File: config.mk
export PLATFORM = sky130hd
export DESIGN_NAME = travel_time_position_estimator_flat
export DESIGN_NICKNAME = d
export VERILOG_FILES = /design/src/rtl/ttpe_pkg.sv /design/src/rtl/ttpe_if.sv /design/src/rtl/ttpe_alu.sv /design/src/rtl/travel_time_position_estimator.sv /design/src/flat_wrapper.sv
export VERILOG_INCLUDE_DIRS = /design/src /design/src/rtl
export SDC_FILE = /design/constraint.sdc
export NUM_CORES = 1
export LEC_CHECK = 0
export BUFFER_PORTS_ARGS = -buffer_cell sky130_fd_sc_hd__buf_2
export CAP_MARGIN = 30
export CORE_UTILIZATION = 40
export CTS_CLUSTER_SIZE = 20
export DETAILED_ROUTE_END_ITERATION = 6
export MAX_ROUTING_LAYER = met4
export PLACE_DENSITY = 0.67
export SKIP_LAST_GASP = 1
export SYNTH_ARGS = -nofsm -noshare
export SYNTH_HDL_FRONTEND = slang
export SYNTH_SLANG_ARGS = --single-unit
File: constraint.sdc
create_clock -name clk_i -period 14.1 [get_ports clk_i]
set_input_delay 3.525 -clock clk_i [delete_from_list [all_inputs] [get_ports clk_i]]
set_output_delay 3.525 -clock clk_i [all_outputs]
set_load 0.02 [all_outputs]
File: src/rtl/travel_time_position_estimator_assert.svh
// Assertion macros shared by the travel-time position estimator RTL.
// Depends on nothing; included by the files that carry assertions.
`ifndef TRAVEL_TIME_POSITION_ESTIMATOR_ASSERT_SVH
`define TRAVEL_TIME_POSITION_ESTIMATOR_ASSERT_SVH

// Property that must hold at every clock edge out of reset.
`define TTPE_ASSERT_ALWAYS(label, clk, rst_n, prop) \
  label: assert property (@(posedge clk) disable iff (!rst_n) (prop)) \
    else $error("assertion failed");

// Consequent must hold in the same cycle as the antecedent.
`define TTPE_ASSERT_NOW(label, clk, rst_n, ante, cons) \
  label: assert property (@(posedge clk) disable iff (!rst_n) (ante) |-> (cons)) \
    else $error("assertion failed");

// Consequent must hold in the cycle after the antecedent.
`define TTPE_ASSERT_NEXT(label, clk, rst_n, ante, cons) \
  label: assert property (@(posedge clk) disable iff (!rst_n) (ante) |=> (cons)) \
    else $error("assertion failed");

`endif

File: src/rtl/ttpe_pkg.sv
// Types and constants of the travel-time position estimator.
// No dependencies; used by the interfaces, the subtractor and the top level.
`default_nettype none

package ttpe_pkg;

  localparam int unsigned PosW  = 17;
  localparam int unsigned DurW  = 19;
  localparam int unsigned TimeW = 32;
  localparam int unsigned FracW = 16;

  localparam logic [PosW-1:0] PosOne = PosW'(1) << FracW;
  localparam int unsigned EdgeBandInt = (7 * (1 << FracW) + 999) / 1000;
  localparam logic [PosW-1:0] EdgeBand = PosW'(EdgeBandInt);
  localparam logic [PosW-1:0] EdgeHigh = PosOne - EdgeBand;

  localparam logic [DurW-1:0]  DefaultTravelMs = DurW'(20000);
  localparam logic [TimeW-1:0] MinTravelMs     = TimeW'(3000);
  localparam logic [TimeW-1:0] MaxTravelMs     = TimeW'(300000);

  typedef enum logic [2:0] {
    ACT_BEGIN    = 3'd0,
    ACT_ESTIMATE = 3'd1,
    ACT_FINISH   = 3'd2,
    ACT_CANCEL   = 3'd3,
    ACT_LOAD     = 3'd4
  } action_e;

  typedef logic [PosW-1:0]  pos_t;
  typedef logic [DurW-1:0]  dur_t;
  typedef logic [TimeW-1:0] time_t;

endpackage

`default_nettype wire

File: src/rtl/ttpe_if.sv
// Request and response channels of the travel-time position estimator.
// Depends on ttpe_pkg for the field types.
`default_nettype none

interface ttpe_req_if import ttpe_pkg::*; ();
  logic        valid;
  logic        ready;
  logic [2:0]  action;
  logic        direction;
  pos_t        start_position;
  time_t       now_ms;
  time_t       stored_open_ms;
  time_t       stored_close_ms;

  modport source (output valid, action, direction, start_position, now_ms,
                  stored_open_ms, stored_close_ms, input ready);
  modport sink (input valid, action, direction, start_position, now_ms,
                stored_open_ms, stored_close_ms, output ready);
endinterface

interface ttpe_rsp_if import ttpe_pkg::*; ();
  logic valid;
  logic ready;
  pos_t position;
  dur_t open_duration_ms;
  dur_t close_duration_ms;
  logic duration_updated;
  logic learning_open_active;
  logic learning_close_active;

  modport source (output valid, position, open_duration_ms, close_duration_ms,
                  duration_updated, learning_open_active, learning_close_active,
                  input ready);
  modport sink (input valid, position, open_duration_ms, close_duration_ms,
                duration_updated, learning_open_active, learning_close_active,
                output ready);
endinterface

`default_nettype wire

File: src/rtl/ttpe_alu.sv
// Shared 32-bit subtractor with borrow, the arithmetic unit the estimator's sequencer steps on.
// Depends on ttpe_pkg for the word width.
`default_nettype none

module ttpe_alu import ttpe_pkg::*; (
  input  wire time_t a_i,
  input  wire time_t b_i,
  output time_t      diff_o,
  output logic       borrow_o
);

  assign {borrow_o, diff_o} = {1'b0, a_i} - {1'b0, b_i};

endmodule

`default_nettype wire

File: src/rtl/travel_time_position_estimator.sv
// Top level of the travel-time position estimator: sequencer, state and result register.
// Depends on ttpe_pkg, ttpe_if.sv, ttpe_alu and the assertion macro header.
//
//   channel   dir  handshake       contents
//   req_i     in   valid/ready     action, direction, start, time, stored durations
//   rsp_o     out  valid/ready     position, durations, update and learning flags
//   cfg       in   write enable    auto_learn
//
// Estimate goes to the result register through one subtraction for the elapsed time,
// one compare, sixteen restoring division steps (skipped when elapsed >= duration)
// and one clamp step, all on the shared subtractor.
// Reset restores default durations of 20000 ms and enables learning.
// A result waits in its register until taken; a new request is accepted meanwhile.
`default_nettype none

module travel_time_position_estimator import ttpe_pkg::*; (
  input  wire        clk_i,
  input  wire        rst_ni,
  ttpe_req_if.sink   req_i,
  ttpe_rsp_if.source rsp_o,
  input  wire        auto_learn_we_i,
  input  wire        auto_learn_i
);

`include "travel_time_position_estimator_assert.svh"

  typedef enum logic [10:0] {
    S_IDLE = 11'b000_0000_0001,
    S_DIFF = 11'b000_0000_0010,
    S_CMP  = 11'b000_0000_0100,
    S_DIV  = 11'b000_0000_1000,
    S_POS  = 11'b000_0001_0000,
    S_LOW  = 11'b000_0010_0000,
    S_HIGH = 11'b000_0100_0000,
    S_ABS  = 11'b000_1000_0000,
    S_NEG  = 11'b001_0000_0000,
    S_TEST = 11'b010_0000_0000,
    S_DONE = 11'b100_0000_0000
  } state_e;

  state_e      state_q;
  logic        auto_learn_q;
  time_t       move_start_time_q;
  pos_t        move_start_pos_q;
  logic        learn_open_q, learn_close_q;
  time_t       learn_start_q;
  dur_t        open_ms_q, close_ms_q;

  logic [2:0]  act_q;
  logic        dir_q;
  pos_t        start_q;
  time_t       now_q, st_open_q, st_close_q;

  time_t       t_q;
  logic [DurW-1:0] rem_q;
  logic [DurW-1:0] mag_q;
  pos_t        delta_q;
  logic [3:0]  cnt_q;
  pos_t        pos_q;
  logic        upd_q;

  logic        rsp_valid_q;
  pos_t        rsp_pos_q;
  dur_t        rsp_open_q, rsp_close_q;
  logic        rsp_upd_q, rsp_lo_q, rsp_lc_q;

  time_t       alu_a, alu_b, alu_diff;
  logic        alu_borrow;
  dur_t        dur_sel;
  pos_t        start_sat;
  logic [21:0] mag_x10;
  logic        req_fire, rsp_load;

  assign dur_sel   = dir_q ? close_ms_q : open_ms_q;
  assign start_sat = (req_i.start_position > PosOne) ? PosOne : req_i.start_position;
  assign mag_x10   = {mag_q, 3'b000} + {2'b00, mag_q, 1'b0};
  assign req_i.ready = (state_q == S_IDLE);
  assign req_fire  = req_i.valid && req_i.ready;
  assign rsp_load  = (state_q == S_DONE) && (!rsp_valid_q || rsp_o.ready);

  always_comb begin
    alu_a = '0;
    alu_b = '0;
    case (state_q)
      S_DIFF: begin
        alu_a = now_q;
        alu_b = (act_q == ACT_ESTIMATE) ? move_start_time_q : learn_start_q;
      end
      S_CMP: begin
        alu_a = t_q;
        alu_b = TimeW'(dur_sel);
      end
      S_DIV: begin
        alu_a = TimeW'({rem_q, 1'b0});
        alu_b = TimeW'(dur_sel);
      end
      S_POS: begin
        alu_a = dir_q ? TimeW'(move_start_pos_q) : TimeW'(PosOne - move_start_pos_q);
        alu_b = TimeW'(delta_q);
      end
      S_LOW: begin
        alu_a = t_q;
        alu_b = MinTravelMs;
      end
      S_HIGH: begin
        alu_a = MaxTravelMs;
        alu_b = t_q;
      end
      S_ABS: begin
        alu_a = t_q;
        alu_b = TimeW'(dur_sel);
      end
      S_NEG: begin
        alu_a = TimeW'(dur_sel);
        alu_b = t_q;
      end
      S_TEST: begin
        alu_a = TimeW'(dur_sel);
        alu_b = TimeW'(mag_x10);
      end
      default: begin
        alu_a = '0;
        alu_b = '0;
      end
    endcase
  end

  ttpe_alu u_alu (
    .a_i      (alu_a),
    .b_i      (alu_b),
    .diff_o   (alu_diff),
    .borrow_o (alu_borrow)
  );

  always_ff @(posedge clk_i or negedge rst_ni) begin
    if (!rst_ni) begin
      auto_learn_q <= 1'b1;
    end else if (auto_learn_we_i) begin
      auto_learn_q <= auto_learn_i;
    end
  end

  always_ff @(posedge clk_i) begin
    if (req_fire) begin
      act_q      <= req_i.action;
      dir_q      <= req_i.direction;
      start_q    <= start_sat;
      now_q      <= req_i.now_ms;
      st_open_q  <= req_i.stored_open_ms;
      st_close_q <= req_i.stored_close_ms;
    end
  end

  always_ff @(posedge clk_i or negedge rst_ni) begin
    if (!rst_ni) begin
      state_q           <= S_IDLE;
      move_start_time_q <= '0;
      move_start_pos_q  <= '0;
      learn_open_q      <= 1'b0;
      learn_close_q     <= 1'b0;
      learn_start_q     <= '0;
      open_ms_q         <= DefaultTravelMs;
      close_ms_q        <= DefaultTravelMs;
      t_q               <= '0;
      rem_q             <= '0;
      mag_q             <= '0;
      delta_q           <= '0;
      cnt_q             <= '0;
      pos_q             <= '0;
      upd_q             <= 1'b0;
    end else begin
      case (state_q)
        S_IDLE: begin
          if (req_fire) begin
            pos_q   <= '0;
            upd_q   <= 1'b0;
            state_q <= S_DIFF;
          end
        end
        S_DIFF: begin
          t_q <= alu_diff;
          case (act_q)
            ACT_BEGIN: begin
              move_start_time_q <= now_q;
              move_start_pos_q  <= start_q;
              if (auto_learn_q && !dir_q && start_q <= EdgeBand) begin
                learn_open_q  <= 1'b1;
                learn_close_q <= 1'b0;
                learn_start_q <= now_q;
              end else if (auto_learn_q && dir_q && start_q >= EdgeHigh) begin
                learn_close_q <= 1'b1;
                learn_open_q  <= 1'b0;
                learn_start_q <= now_q;
              end
              state_q <= S_DONE;
            end
            ACT_ESTIMATE: begin
              state_q <= S_CMP;
            end
            ACT_FINISH: begin
              if (dir_q ? learn_close_q : learn_open_q) begin
                state_q <= S_LOW;
              end else begin
                learn_open_q      <= 1'b0;
                learn_close_q     <= 1'b0;
                learn_start_q     <= '0;
                move_start_time_q <= '0;
                state_q           <= S_DONE;
              end
            end
            ACT_CANCEL: begin
              learn_open_q      <= 1'b0;
              learn_close_q     <= 1'b0;
              learn_start_q     <= '0;
              move_start_time_q <= '0;
              state_q           <= S_DONE;
            end
            ACT_LOAD: begin
              if (st_open_q >= MinTravelMs && st_open_q <= MaxTravelMs) begin
                open_ms_q <= st_open_q[DurW-1:0];
              end
              if (st_close_q >= MinTravelMs && st_close_q <= MaxTravelMs) begin
                close_ms_q <= st_close_q[DurW-1:0];
              end
              state_q <= S_DONE;
            end
            default: begin
              state_q <= S_DONE;
            end
          endcase
        end
        S_CMP: begin
          cnt_q <= '0;
          if (!alu_borrow) begin
            delta_q <= '1;
            state_q <= S_POS;
          end else begin
            rem_q   <= t_q[DurW-1:0];
            delta_q <= '0;
            state_q <= S_DIV;
          end
        end
        S_DIV: begin
          rem_q   <= alu_borrow ? {rem_q[DurW-2:0], 1'b0} : alu_diff[DurW-1:0];
          delta_q <= {delta_q[PosW-2:0], ~alu_borrow};
          cnt_q   <= cnt_q + 4'd1;
          if (cnt_q == 4'd15) begin
            state_q <= S_POS;
          end
        end
        S_POS: begin
          if (dir_q) begin
            pos_q <= alu_borrow ? '0 : alu_diff[PosW-1:0];
          end else begin
            pos_q <= alu_borrow ? PosOne : PosOne - alu_diff[PosW-1:0];
          end
          state_q <= S_DONE;
        end
        S_LOW, S_HIGH: begin
          if (alu_borrow) begin
            learn_open_q      <= 1'b0;
            learn_close_q     <= 1'b0;
            learn_start_q     <= '0;
            move_start_time_q <= '0;
            state_q           <= S_DONE;
          end else begin
            state_q <= (state_q == S_LOW) ? S_HIGH : S_ABS;
          end
        end
        S_ABS: begin
          mag_q   <= alu_diff[DurW-1:0];
          state_q <= alu_borrow ? S_NEG : S_TEST;
        end
        S_NEG: begin
          mag_q   <= alu_diff[DurW-1:0];
          state_q <= S_TEST;
        end
        S_TEST: begin
          if (alu_borrow || dur_sel == DefaultTravelMs) begin
            upd_q <= 1'b1;
            if (dir_q) begin
              close_ms_q <= t_q[DurW-1:0];
            end else begin
              open_ms_q <= t_q[DurW-1:0];
            end
          end
          learn_open_q      <= 1'b0;
          learn_close_q     <= 1'b0;
          learn_start_q     <= '0;
          move_start_time_q <= '0;
          state_q           <= S_DONE;
        end
        S_DONE: begin
          if (rsp_load) begin
            state_q <= S_IDLE;
          end
        end
        default: begin
          state_q <= S_IDLE;
        end
      endcase
    end
  end

  always_ff @(posedge clk_i or negedge rst_ni) begin
    if (!rst_ni) begin
      rsp_valid_q <= 1'b0;
    end else if (rsp_load) begin
      rsp_valid_q <= 1'b1;
    end else if (rsp_o.ready) begin
      rsp_valid_q <= 1'b0;
    end
  end

  always_ff @(posedge clk_i) begin
    if (rsp_load) begin
      rsp_pos_q   <= pos_q;
      rsp_open_q  <= open_ms_q;
      rsp_close_q <= close_ms_q;
      rsp_upd_q   <= upd_q;
      rsp_lo_q    <= learn_open_q;
      rsp_lc_q    <= learn_close_q;
    end
  end

  assign rsp_o.valid                 = rsp_valid_q;
  assign rsp_o.position              = rsp_pos_q;
  assign rsp_o.open_duration_ms      = rsp_open_q;
  assign rsp_o.close_duration_ms     = rsp_close_q;
  assign rsp_o.duration_updated      = rsp_upd_q;
  assign rsp_o.learning_open_active  = rsp_lo_q;
  assign rsp_o.learning_close_active = rsp_lc_q;

  `TTPE_ASSERT_ALWAYS(a_state_onehot, clk_i, rst_ni, $onehot(state_q))
  `TTPE_ASSERT_ALWAYS(a_learn_exclusive, clk_i, rst_ni, !(learn_open_q && learn_close_q))
  `TTPE_ASSERT_ALWAYS(a_open_in_range, clk_i, rst_ni,
                      TimeW'(open_ms_q) >= MinTravelMs && TimeW'(open_ms_q) <= MaxTravelMs)
  `TTPE_ASSERT_NEXT(a_div_ends, clk_i, rst_ni, state_q == S_DIV && cnt_q == 4'd15,
                    state_q == S_POS)
  `TTPE_ASSERT_NEXT(a_busy_after_req, clk_i, rst_ni, req_fire, !req_i.ready)

endmodule

`default_nettype wire
File: src/flat_wrapper.sv
// flat-port wrapper written by rule: the top's interface ports become plain ports
module travel_time_position_estimator_flat import ttpe_pkg::*;
  (clk_i, rst_ni, auto_learn_we_i, auto_learn_i, req_i_valid, req_i_action, req_i_direction, req_i_start_position, req_i_now_ms, req_i_stored_open_ms, req_i_stored_close_ms, req_i_ready, rsp_o_valid, rsp_o_position, rsp_o_open_duration_ms, rsp_o_close_duration_ms, rsp_o_duration_updated, rsp_o_learning_open_active, rsp_o_learning_close_active, rsp_o_ready);
  ttpe_req_if req_i_i ();
  ttpe_rsp_if rsp_o_i ();
  input  wire clk_i;
  input  wire rst_ni;
  input  wire auto_learn_we_i;
  input  wire auto_learn_i;
  input wire logic [$bits(req_i_i.valid)-1:0] req_i_valid;
  input wire logic [$bits(req_i_i.action)-1:0] req_i_action;
  input wire logic [$bits(req_i_i.direction)-1:0] req_i_direction;
  input wire logic [$bits(req_i_i.start_position)-1:0] req_i_start_position;
  input wire logic [$bits(req_i_i.now_ms)-1:0] req_i_now_ms;
  input wire logic [$bits(req_i_i.stored_open_ms)-1:0] req_i_stored_open_ms;
  input wire logic [$bits(req_i_i.stored_close_ms)-1:0] req_i_stored_close_ms;
  output wire logic [$bits(req_i_i.ready)-1:0] req_i_ready;
  output wire logic [$bits(rsp_o_i.valid)-1:0] rsp_o_valid;
  output wire logic [$bits(rsp_o_i.position)-1:0] rsp_o_position;
  output wire logic [$bits(rsp_o_i.open_duration_ms)-1:0] rsp_o_open_duration_ms;
  output wire logic [$bits(rsp_o_i.close_duration_ms)-1:0] rsp_o_close_duration_ms;
  output wire logic [$bits(rsp_o_i.duration_updated)-1:0] rsp_o_duration_updated;
  output wire logic [$bits(rsp_o_i.learning_open_active)-1:0] rsp_o_learning_open_active;
  output wire logic [$bits(rsp_o_i.learning_close_active)-1:0] rsp_o_learning_close_active;
  input wire logic [$bits(rsp_o_i.ready)-1:0] rsp_o_ready;
  assign req_i_i.valid = req_i_valid;
  assign req_i_i.action = req_i_action;
  assign req_i_i.direction = req_i_direction;
  assign req_i_i.start_position = req_i_start_position;
  assign req_i_i.now_ms = req_i_now_ms;
  assign req_i_i.stored_open_ms = req_i_stored_open_ms;
  assign req_i_i.stored_close_ms = req_i_stored_close_ms;
  assign req_i_ready = req_i_i.ready;
  assign rsp_o_valid = rsp_o_i.valid;
  assign rsp_o_position = rsp_o_i.position;
  assign rsp_o_open_duration_ms = rsp_o_i.open_duration_ms;
  assign rsp_o_close_duration_ms = rsp_o_i.close_duration_ms;
  assign rsp_o_duration_updated = rsp_o_i.duration_updated;
  assign rsp_o_learning_open_active = rsp_o_i.learning_open_active;
  assign rsp_o_learning_close_active = rsp_o_i.learning_close_active;
  assign rsp_o_i.ready = rsp_o_ready;
  travel_time_position_estimator u_core (.clk_i(clk_i), .rst_ni(rst_ni), .req_i(req_i_i), .rsp_o(rsp_o_i), .auto_learn_we_i(auto_learn_we_i), .auto_learn_i(auto_learn_i));
endmodule
==> flow_summary_export.csv, run 1 <==
group,metric,value,unit
status,status,"finished, final reports clean",
sta,slew_viol_final,0,
synthesis,yosys_warnings,0,
final_layout,area_delta_synth_final,15.61,%
floorplan,die_x,230.6,um
worst_hold_path,holdCritPathClass,"flip-flop to flip-flop",
drt,wire_per_inst,21.56,um
synthesis,synth_edf_count,175,
final_layout,drive_gt1_share,20.36,%
drt,wl_met3,4861,um
synthesis,syn-cell-area,0.02090,mm^2
clocking,clock-root-buffer,"clkbuf_16",
drt,vias,16700,
floorplan,io_pins,183,
global_route,grt_max_degree,93,
drt,route.detailed.drc,0,
setup_path,critPathLaunchType,"flip-flop",
synthesis,seq_area_frac_synth,54.31,%
synthesis,synth_top_flop_cell,"dfrtp_1",
sta,max_slew_margin,28.66,%
drt,wl_met1,27380,um
floorplan,coreArea,0.05151,mm^2
setup_path,crit_required,14.54,ns
clocking,insertion_delay,0.58,ns
clocking,postCtsSetupBuffers,0,
drt,drt_iter0_drc,1810,
drt,detail-route-antenna-nets,0,
drt,vias_per_cell,5.777,
final_layout,final_area,0.02416,mm^2
drt,postRouteWirelength,62300,um
sta,fin_crit_sh,46.75,%
clocking,h-tree-depth,2,
sta,rsz0062_at_grt,"false",
synthesis,ys_seq_elements,418,
synthesis,syn_avg_cell_area,10.41,um^2
synthesis,synth.largest_area_cell,"dfrtp_1",
setup_path,cp_max_fo,59,
setup_path,critPathLaunch,"u_core.state_q[10]",
clocking,cts_made_buffers,45,
floorplan,fp.dieH,230.6,um
setup_path,timing.rr.start,"u_core.state_q[10]",
drt,top_layer,"met4",
setup_path,critPathArrivalTime,7.03,ns
clocking,cts_tree,"done",
clocking,cts.reportedPaths.clkPinSlew,0.06,ns
setup_path,worstSetupPathType,"flip-flop to flip-flop",
sta,setup_viol,0,
synthesis,syn_inst,2008,
sta,finClkSkew,0.01199,ns
pwr,peakVddDrop,197.6,uV
floorplan,start_util,40.57,%
floorplan,dieArea,0.05316,mm^2
synthesis,netlist.area_leader.share,27.66,%
synthesis,async_flop_share,58.13,%
clocking,ctsHoldBuffers,0,
sta,hold_viol,0,
global_route,track_usage,23.91,%
synthesis,synth.top_cells.by_area,"dfrtp_1 (28%), edfxtp_1 (25%), nand2_1 (7.3%), o21ai_0 (4.6%), mux2_2 (3.3%)",
synthesis,synth_cell_types,80,
setup_path,end_kind,"flip-flop",
placement,placed_area,0.02261,mm^2
sta,tns,0,ns
global_route,antenna_found_initial,0,
synthesis,synth_nets,2185,
global_route,grt.overflow.total,0,
worst_hold_path,min_from,"u_core.pos_q[13]",
pwr,power.density,203.8,mW/mm^2
placement,gp_congestion,1.016,
drt,met2_length,28020,um
placement,dp_hpwl,44810,um
clocking,cts_num_sinks,418,
floorplan,fp-row-count,83,
drt,first_pass_iters,6,
global_route,grt_pass1_vias,15830,
clocking,post_cts_resized,0,
global_route,grt_pass1_wl,95350,um
sta,timing.fmax,151.7,MHz
pwr,p_leak,10.31,nW
final_layout,n_antenna_cell,0,
final_layout,fin_nets,2351,
job,cap_viol_max_count,0,
placement,io_buffers,182,
sta,period_needed,6.592,ns
sta,worst_pin_slew,1.062,ns
clocking,cts_buffer_depth,3,
cells by family (layout without fill, tap and decap cells):
group,after synthesis,after routing,synth area share (%)
AOI/OAI and AO/OA,544,544,16.52
and+or+nand+nor,701,701,15.54
DFF,418,418,54.31
muxes,89,89,4.634
adders and majority gates,54,54,3.305
xor gates and xnor gates,70,70,2.934
buffers and inverters,132,334,2.754
layer usage:
metal,up-vias,track usage [%]
li1,7620,-
met1,8261,33.24
met2,695,35.31
met3,119,4.224
met4,0,7.823
met5,-,-
stage by stage:
step / power, mW / setup slack, ns / hold WS, ns / cells / util [%]
after floorplan: 3.021 / 6.719 / 0.4248 / 2008 / -
after global routing: 5.168 / 7.196 / 0.4632 / 2890 / 46.91
after global placement: 3.629 / 7.821 / 0.4352 / 2798 / 43.66
final: 4.923 / 7.508 / 0.4474 / 2890 / 46.91
after detailed placement: 3.683 / 7.622 / 0.4377 / 2805 / 43.89
after CTS: 4.892 / 7.587 / 0.4506 / 2888 / 46.80
layout by cell type (no fill, tap or decap), types with 42 or more instances in the layout:
cell       count
a21oi_1      117
buf_2        181
clkbuf_16     46
dfrtp_1      231
edfxtp_1     175
ha_1          52
mux2_2        62
nand2_1      406
nor2_1        82
o21ai_0      191
xnor2_1       42
report_power, final:
| group | internal [mW] | total (mW) | switching, mW | leakage (nW) |
|---|---|---|---|---|
| clock | 0.707 | 1.20 | 0.496 | 0.742 |
| sequential | 1.56 | 1.81 | 0.244 | 4.86 |
| combinational | 0.663 | 1.91 | 1.25 | 4.70 |
| total | 2.93 | 4.92 | 1.99 | 10.3 |
cell usage after synthesis, types with 21 or more instances:
| library cell | instances |
|---|---|
| a211oi_1 | 21 |
| xnor2_1 | 42 |
| a31oi_1 | 35 |
| mux2i_1 | 27 |
| nand3_1 | 26 |
| a221o_1 | 23 |
| nor2_1 | 82 |
| clkbuf_1 | 76 |
| nand2_1 | 406 |
| inv_1 | 27 |
| mux2_2 | 62 |
| ha_1 | 52 |
| xor2_1 | 28 |
| nor2b_1 | 28 |
| dfrtp_1 | 231 |
| nor3_1 | 23 |
| o21ai_0 | 191 |
| a221oi_1 | 30 |
| nand2_2 | 30 |
| edfxtp_1 | 175 |
| a21oi_1 | 118 |
| o21ai_2 | 33 |
critical path, cell delays in order (launching register included):
cell      delay, ns
dfrtp_1        0.43
nor4_4         0.35
nand3_2        0.25
nor2_1         0.19
nand3b_1       0.56
buf_4          0.57
o21ai_0        0.30
a221o_1        0.19
a221oi_1       0.06
ha_1           0.42
a21oi_1        0.20
o221ai_1       0.20
a21oi_1        0.19
o21ai_1        0.14
a31oi_1        0.41
o21a_1         0.17
buf_4          0.46
nand2_1        0.20
a311o_2        0.44
buf_4          0.19
buf_16         0.23
nand2_1        0.12
o21ai_0        0.08
cell type report:
cell class / instances / area [um^2]
Fill cell: 4786 / 27350
Sequential cell: 418 / 11350
Multi-Input combinational cell: 1458 / 9021
Timing Repair Buffer: 223 / 1336
Clock buffer: 63 / 1275
Tap cell: 680 / 850.8
Clock inverter: 20 / 221.5
Inverter: 28 / 105.1
worst paths after layout:
| path | end | slack (ns) | depth (start not counted) |
|---|---|---|---|
| max in group asynchronous | u_core.cnt_q[0] | 9.56 | 4 |
| hold reg to reg | u_core.rsp_o.position[13] | 0.45 | 0 |
| hold / removal | u_core.rsp_o.position[13] | 0.45 | 0 |
| min in group asynchronous | u_core.t_q[30] | 2.92 | 1 |
| setup reg to reg | u_core.learn_start_q[31] | 7.51 | 22 |
| setup / recovery | u_core.learn_start_q[31] | 7.51 | 22 |
sequential cells by signal (all words and copies together), names as in the netlist, 19 cells and up:
name / flops
u_core.now_q: 32
u_core.rem_q: 19
u_core.t_q: 32
u_core.st_open_q: 32
u_core.mag_q: 19
u_core.open_ms_q: 19
u_core.close_ms_q: 19
u_core.learn_start_q: 32
u_core.move_start_time_q: 32
u_core.st_close_q: 32
u_core.rsp_o.open_duration_ms: 19
u_core.rsp_o.close_duration_ms: 19
No activity file was read; power rests on OpenSTA's default activity.
==> run 2: changes to the inputs <==
--- a/config.mk
+++ b/config.mk
@@ -6,13 +6,14 @@
 export SDC_FILE = /design/constraint.sdc
 export NUM_CORES = 1
 export LEC_CHECK = 0
+export ABC_AREA = 1
 export BUFFER_PORTS_ARGS = -buffer_cell sky130_fd_sc_hd__buf_2
 export CAP_MARGIN = 30
 export CORE_UTILIZATION = 40
 export CTS_CLUSTER_SIZE = 20
 export DETAILED_ROUTE_END_ITERATION = 6
 export MAX_ROUTING_LAYER = met4
-export PLACE_DENSITY = 0.67
+export PLACE_DENSITY = 0.69
 export SKIP_LAST_GASP = 1
 export SYNTH_ARGS = -nofsm -noshare
 export SYNTH_HDL_FRONTEND = slang
==> constraint.sdc (replaced) <==
create_clock -name clk_i -period 5.9 [get_ports clk_i]
set_input_delay 1.475 -clock clk_i [delete_from_list [all_inputs] [get_ports clk_i]]
set_output_delay 1.475 -clock clk_i [all_outputs]
set_load 0.02 [all_outputs]
==> flow_summary_export.csv, run 2 <==
group,metric,value,unit
placement,placed_area,0.02371,mm^2
synthesis,syn_inst,2552,
synthesis,synth_nets,2729,
synthesis,synth_edf_count,175,
setup_path,critPathArrivalTime,5.84,ns
sta,fin_crit_sh,90.21,%
floorplan,start_util,40.64,%
global_route,grt_pass1_wl,115900,um
floorplan,die_x,236.5,um
job,cap_viol_max_count,0,
synthesis,syn_avg_cell_area,8.621,um^2
drt,postRouteWirelength,77040,um
clocking,insertion_delay,0.61,ns
global_route,grt.overflow.total,0,
drt,vias_per_cell,5.662,
clocking,cts_buffer_depth,3,
sta,period_needed,5.322,ns
synthesis,synth.largest_area_cell,"dfrtp_1",
floorplan,io_pins,183,
worst_hold_path,holdCritPathClass,"flip-flop to flip-flop",
drt,route.detailed.drc,0,
pwr,peakVddDrop,290.3,uV
final_layout,final_area,0.02533,mm^2
floorplan,fp.dieH,236.5,um
pwr,pwr-share-clk,22.5,%
pwr,p_int,7.524,mW
final_layout,area_delta_synth_final,15.13,%
worst_hold_path,hold_depth,0,
setup_path,critPathLaunchType,"flip-flop",
global_route,grt_pass1_vias,18470,
global_route,track_usage,28.20,%
clocking,cts.reportedPaths.clkPinSlew,0.07,ns
sta,finClkSkew,0.02872,ns
drt,wire_per_inst,22.23,um
clocking,clock-root-buffer,"clkbuf_16",
synthesis,synth.top_cells.by_area,"dfrtp_1 (26%), edfxtp_1 (24%), nand2_1 (12%), o21ai_0 (5.2%), inv_1 (4.0%)",
drt,drt_iter0_drc,2419,
sta,timing.fmax,187.9,MHz
sta,max_slew_margin,34.07,%
pwr,switching_share,45.24,%
clocking,postCtsSetupBuffers,0,
final_layout,drive_gt1_share,15.18,%
synthesis,netlist.area_leader.share,26.28,%
floorplan,coreArea,0.05413,mm^2
sta,holdWs,0.4518,ns
placement,gp_congestion,1.052,
drt,vias,19620,
pwr,power.density,542.5,mW/mm^2
synthesis,synthTopCellsByCount,"nand2_1 (681), inv_1 (237), dfrtp_1 (231)",
pwr,pwr-share-seq,33.9,%
pwr,p_comb_share,43.6,%
setup_path,r2r.worst_path.cells,25,
global_route,antenna_found_initial,3,
pwr,p_leak,11.74,nW
synthesis,yosys_warnings,0,
synthesis,synth_top_flop_cell,"dfrtp_1",
sta,slew_viol_final,0,
clocking,h-tree-depth,2,
setup_path,worstSetupPathType,"flip-flop to flip-flop",
final_layout,fin_util,46.79,%
sta,hold_viol,0,
synthesis,seq_area_frac_synth,51.60,%
clocking,post_cts_resized,0,
clocking,cts_made_buffers,46,
sta,tns,0,ns
final_layout,n_fill_cell,5182,
synthesis,ys_seq_elements,418,
global_route,grt_max_degree,114,
setup_path,cp_max_fo,47,
setup_path,end_kind,"flip-flop",
sta,rsz0062_at_grt,"false",
setup_path,crit_required,6.42,ns
synthesis,syn-cell-area,0.02200,mm^2
final_layout,layout_commonest_cell,"nand2_1",
clocking,cts_num_sinks,418,
sta,setup_viol,0,
clocking,ctsHoldBuffers,0,
placement,dp_hpwl,58100,um
floorplan,dieArea,0.05594,mm^2
pwr,switching_power,6.216,mW
final_layout,layout_common_cells,"nand2_1 (681), inv_1 (237), dfrtp_1 (231), o21ai_0 (229), nor2_1 (184)",
synthesis,async_flop_share,58.13,%
synthesis,synth.most_common_cell,"nand2_1",
placement,io_buffers,182,
sta,worst_pin_slew,0.9890,ns
synthesis,synth_cell_types,66,
status,status,"finished, final reports clean",
pwr,power.total,13.74,mW
drt,first_pass_iters,7,
drt,detail-route-antenna-nets,0,
floorplan,fp-row-count,85,
clocking,cts_tree,"done",
final_layout,fin_nets,2906,
==> run 2: changes by cell type in the layout (fill, tap and decap cells not counted), moves of 27 or more <==
| cell | previous run | this run |
|---|---|---|
| nand3_1 | 25 | 90 |
| mux2_2 | 62 | 4 |
| nor2b_1 | 27 | 0 |
| nand4_1 | 7 | 58 |
| inv_1 | 27 | 237 |
| o21ai_0 | 191 | 229 |
| o21ai_1 | 3 | 33 |
| nor2_1 | 82 | 184 |
| a31oi_1 | 35 | 4 |
| xnor2_1 | 42 | 8 |
| nand2_1 | 406 | 681 |
==> run 2: worst max-delay path, stage by stage (launching register included) <==
cell      delay (ns)
dfrtp_1         0.41
nor2_1          0.16
nand3_1         0.16
nor2_2          0.21
nand2_2         0.23
inv_1           0.13
buf_4           0.53
nand2_1         0.10
o21ai_0         0.33
a211oi_1        0.15
ha_1            0.28
fa_1            0.40
inv_1           0.11
nand3_1         0.10
nand2_1         0.12
nand2_1         0.08
nand2_1         0.08
nand3_1         0.08
nand2_2         0.12
nand2_1         0.10
nand2_4         0.15
buf_4           0.33
nand2_1         0.16
nand2_1         0.37
o21ai_0         0.16
o21ai_0         0.11
==> run 2: kinds of logic (layout without fill, tap and decap cells) <==
| group | after synthesis | after routing | share of synthesized area (%) |
|---|---|---|---|
| AND/OR/NAND/NOR | 1135 | 1135 | 22.08 |
| AO/OA/AOI/OAI | 568 | 568 | 15.43 |
| flip-flops | 418 | 418 | 51.60 |
| buffers and inverters | 348 | 562 | 6.540 |
| adder cells (fa/ha/maj) | 54 | 54 | 3.139 |
| XOR/XNOR | 22 | 22 | 0.8759 |
| multiplexers | 7 | 7 | 0.3412 |
| other | 0 | 3 | 0 |
==> run 2: path summary, 6_finish.rpt <==
path | startpoint | end | slack (ns)
worst max-delay path | u_core.state_q[4] | u_core.delta_q[6] | 0.58
worst min-delay path | u_core.pos_q[9] | u_core.rsp_o.position[9] | 0.45
worst max register to register | u_core.state_q[4] | u_core.delta_q[6] | 0.58
worst min register to register | u_core.pos_q[9] | u_core.rsp_o.position[9] | 0.45
max in group asynchronous | rst_ni | u_core.move_start_pos_q[16] | 3.68
min in group asynchronous | rst_ni | u_core.mag_q[15] | 0.93
==> run 2: layer usage <==
metal  part of all wire [%]  up-vias  global-route usage [%]
met5                      0        -                       -
met4                    3.4        0                   8.874
met3                    8.7      152                   4.873
met2                     44      942                   42.21
met1                     44     9467                   38.94
li1                       -     9058                       -
==> run 2: layout make-up <==
cell class | count | area [um^2] | area share [%]
multi-input combinational | 1786 | 9241 | 36.48
sequential | 418 | 11350 | 44.81
inverter | 250 | 940.9 | 3.715
clock inverter | 25 | 321.6 | 1.270
timing repair buffer | 227 | 1306 | 5.157
clock buffer | 60 | 1290 | 5.093
antenna | 3 | 7.507 | 0.02964
tap | 696 | 870.8 | 3.438
==> run 2: power groups by stage <==
stage | Sequential, mW | Clock [mW] | Combinational [mW]
after floorplan | 4.42 | 0 | 3.86
after global placement | 4.65 | 0 | 5.75
after detailed placement | 4.66 | 0 | 5.85
after CTS | 4.62 | 3.15 | 5.88
after global routing | 4.71 | 3.25 | 6.52
final | 4.65 | 3.10 | 5.99
==> run 2: metrics by stage <==
stage / setup WS (ns) / instances
detailed placement: 0.7801 / 3377
CTS: 0.7671 / 3462
global route: 0.1420 / 3465
finish: 0.5775 / 3465
global placement: 0.9622 / 3376
floorplan: 0.8976 / 2552
==> run 3: changes to the inputs <==
--- a/config.mk
+++ b/config.mk
@@ -9,11 +9,13 @@
 export ABC_AREA = 1
 export BUFFER_PORTS_ARGS = -buffer_cell sky130_fd_sc_hd__buf_2
 export CAP_MARGIN = 30
-export CORE_UTILIZATION = 40
+export CELL_PAD_IN_SITES_DETAIL_PLACEMENT = 1
+export CELL_PAD_IN_SITES_GLOBAL_PLACEMENT = 1
+export CORE_UTILIZATION = 36
 export CTS_CLUSTER_SIZE = 20
 export DETAILED_ROUTE_END_ITERATION = 6
 export MAX_ROUTING_LAYER = met4
-export PLACE_DENSITY = 0.69
+export PLACE_DENSITY = 0.78
 export SKIP_LAST_GASP = 1
 export SYNTH_ARGS = -nofsm -noshare
 export SYNTH_HDL_FRONTEND = slang
==> flow_summary_export.csv, run 3 (synthesis results as in run 2) <==
group,metric,value,unit
placement,gp_congestion,1.022,
clocking,cts.reportedPaths.clkPinSlew,0.06,ns
setup_path,crit_cells,23,
setup_path,critPathArrivalTime,6.07,ns
pwr,p_leak,11.84,nW
worst_hold_path,holdCritPathClass,"flip-flop to flip-flop",
global_route,track_usage,28.20,%
setup_path,cp_max_fo,38,
clocking,insertion_delay,0.63,ns
sta,period_needed,5.524,ns
floorplan,start_util,36.45,%
setup_path,path_cells,"nor2_1, nand2_1, nor2_1, nand4_1, buf_4, nand2_1, inv_1, nor2_1, a2111oi_1, ha_1, nand2_1, nor2_1, nand2_1, nand2_1, nand3_1, nand2_2, nand2_1, nand2_4, nand3_2, nand4_1, buf_4, nand2_1, o21ai_1",
final_layout,n_fill_cell,7151,
floorplan,dieArea,0.06210,mm^2
final_layout,layout_common_cells,"nand2_1 (681), inv_1 (237), dfrtp_1 (231), o21ai_0 (229), nor2_1 (184)",
sta,fin_crit_sh,93.63,%
setup_path,r2r.worst_path.cells,23,
clocking,cts_buffer_depth,3,
drt,drt_iter0_drc,1810,
setup_path,crit_family,"simple AND/OR/NAND/NOR gates",
global_route,antenna_found_initial,1,
status,status,"finished, final reports clean",
clocking,postCtsSetupBuffers,0,
sta,worst_pin_slew,0.9924,ns
global_route,grt_max_degree,104,
placement,io_buffers,182,
final_layout,layout_commonest_cell,"nand2_1",
clocking,cts_tree,"done",
global_route,grt_pass1_wl,129200,um
floorplan,fp-row-count,90,
drt,vias_per_cell,5.616,
sta,hold_viol,0,
final_layout,multi_input_area,0.009260,mm^2
clocking,cts_made_buffers,48,
setup_path,critPathLaunchType,"flip-flop",
drt,first_pass_iters,5,
clocking,h-tree-depth,2,
drt,route.detailed.drc,0,
sta,finClkSkew,0.03400,ns
final_layout,area_delta_synth_final,16.68,%
drt,wire_per_inst,24.06,um
floorplan,coreArea,0.06036,mm^2
setup_path,crit_required,6.44,ns
sta,slew_viol_final,0,
setup_path,path_buf_inv,3,
final_layout,drive_gt1_share,15.22,%
drt,vias,19960,
setup_path,crit_slowest_cell,"a2111oi_1",
clocking,cts_num_sinks,418,
setup_path,crit_path_max_incr_delay,0.61,ns
clocking,ctsHoldBuffers,0,
sta,timing.fmax,181.0,MHz
final_layout,register_area,0.01135,mm^2
worst_hold_path,hold_depth,0,
final_layout,fin_nets,2909,
global_route,grt_pass1_vias,20540,
sta,holdWs,0.4515,ns
drt,detail-route-antenna-nets,0,
drt,postRouteWirelength,85530,um
job,cap_viol_max_count,0,
floorplan,fp.dieH,249.2,um
setup_path,end_kind,"flip-flop",
sta,max_slew_margin,33.14,%
floorplan,die_x,249.2,um
placement,dp_hpwl,64970,um
pwr,power.density,553.6,mW/mm^2
pwr,peakVddDrop,257.9,uV
floorplan,io_pins,183,
global_route,grt.overflow.total,0,
clocking,clock-root-buffer,"clkbuf_16",
setup_path,worstSetupPathType,"flip-flop to flip-flop",
sta,tns,0,ns
sta,setup_viol,0,
setup_path,cpMostUsedCell,"nand2_1",
==> run 3: power by group <==
group          internal, mW  total, mW  switching (mW)
Combinational          1.71       6.12            4.40
Sequential             3.94       4.68           0.745
Clock                  2.07       3.41            1.34
Total                  7.72       14.2            6.49
==> run 3: through the flow <==
| stage | util (%) | area (um^2) | total power, mW | worst slack (ns) | instances |
|---|---|---|---|---|---|
| after floorplan | - | 22000 | 8.280 | 0.8976 | 2552 |
| after global placement | 39.44 | 23810 | 10.49 | 0.5021 | 3461 |
| after detailed placement | 39.45 | 23810 | 10.70 | 0.3954 | 3462 |
| after CTS | 42.45 | 25620 | 14.13 | 0.3890 | 3552 |
| after global routing | 42.53 | 25670 | 14.93 | -0.005729 | 3555 |
| final | 42.53 | 25670 | 14.21 | 0.3759 | 3555 |
==> run 3: final timing paths <==
kind                                             to               from  slack [ns]
max                             u_core.open_ms_q[6]  u_core.state_q[0]        0.38
min                        u_core.rsp_o.position[7]    u_core.pos_q[7]        0.45
max reg2reg                     u_core.open_ms_q[6]  u_core.state_q[0]        0.38
min reg2reg                u_core.rsp_o.position[7]    u_core.pos_q[7]        0.45
max in group asynchronous          u_core.pos_q[10]             rst_ni        3.74
min in group asynchronous          u_core.mag_q[17]             rst_ni        0.91
==> run 3: worst reg2reg max path, stage by stage, from the launching register on <==
cell,delay (ns)
dfstp_2,0.55
nor2_1,0.06
nand2_1,0.11
nor2_1,0.13
nand4_1,0.12
buf_4,0.24
nand2_1,0.10
inv_1,0.54
nor2_1,0.16
a2111oi_1,0.61
ha_1,0.34
nand2_1,0.15
nor2_1,0.16
nand2_1,0.09
nand2_1,0.09
nand3_1,0.08
nand2_2,0.12
nand2_1,0.10
nand2_4,0.24
nand3_2,0.54
nand4_1,0.29
buf_4,0.39
nand2_1,0.12
o21ai_1,0.10
==> run 3: final cells by class <==
cell class / instances / area share (%)
tap: 782 / 3.812
multi-input combinational: 1787 / 36.08
clock inverter: 27 / 1.662
inverter: 250 / 3.666
timing repair buffer: 227 / 5.167
sequential: 418 / 44.22
antenna: 1 / 0.009749
clock buffer: 63 / 5.386
==> run 3: routing by layer <==
layer / up-vias / part of all wire [%] / GRT usage, %
met1: 10040 / 42 / 35.96
met3: 171 / 6.1 / 3.898
met5: - / 0 / -
met4: 0 / 4.3 / 11.48
li1: 9051 / - / -
met2: 701 / 47 / 45.15
==> run 3: what timing repair did <==
action,CTS,global route
endpoints found under the setup margin,0,23
gates resized for setup,0,2
hold endpoints to repair,0,0
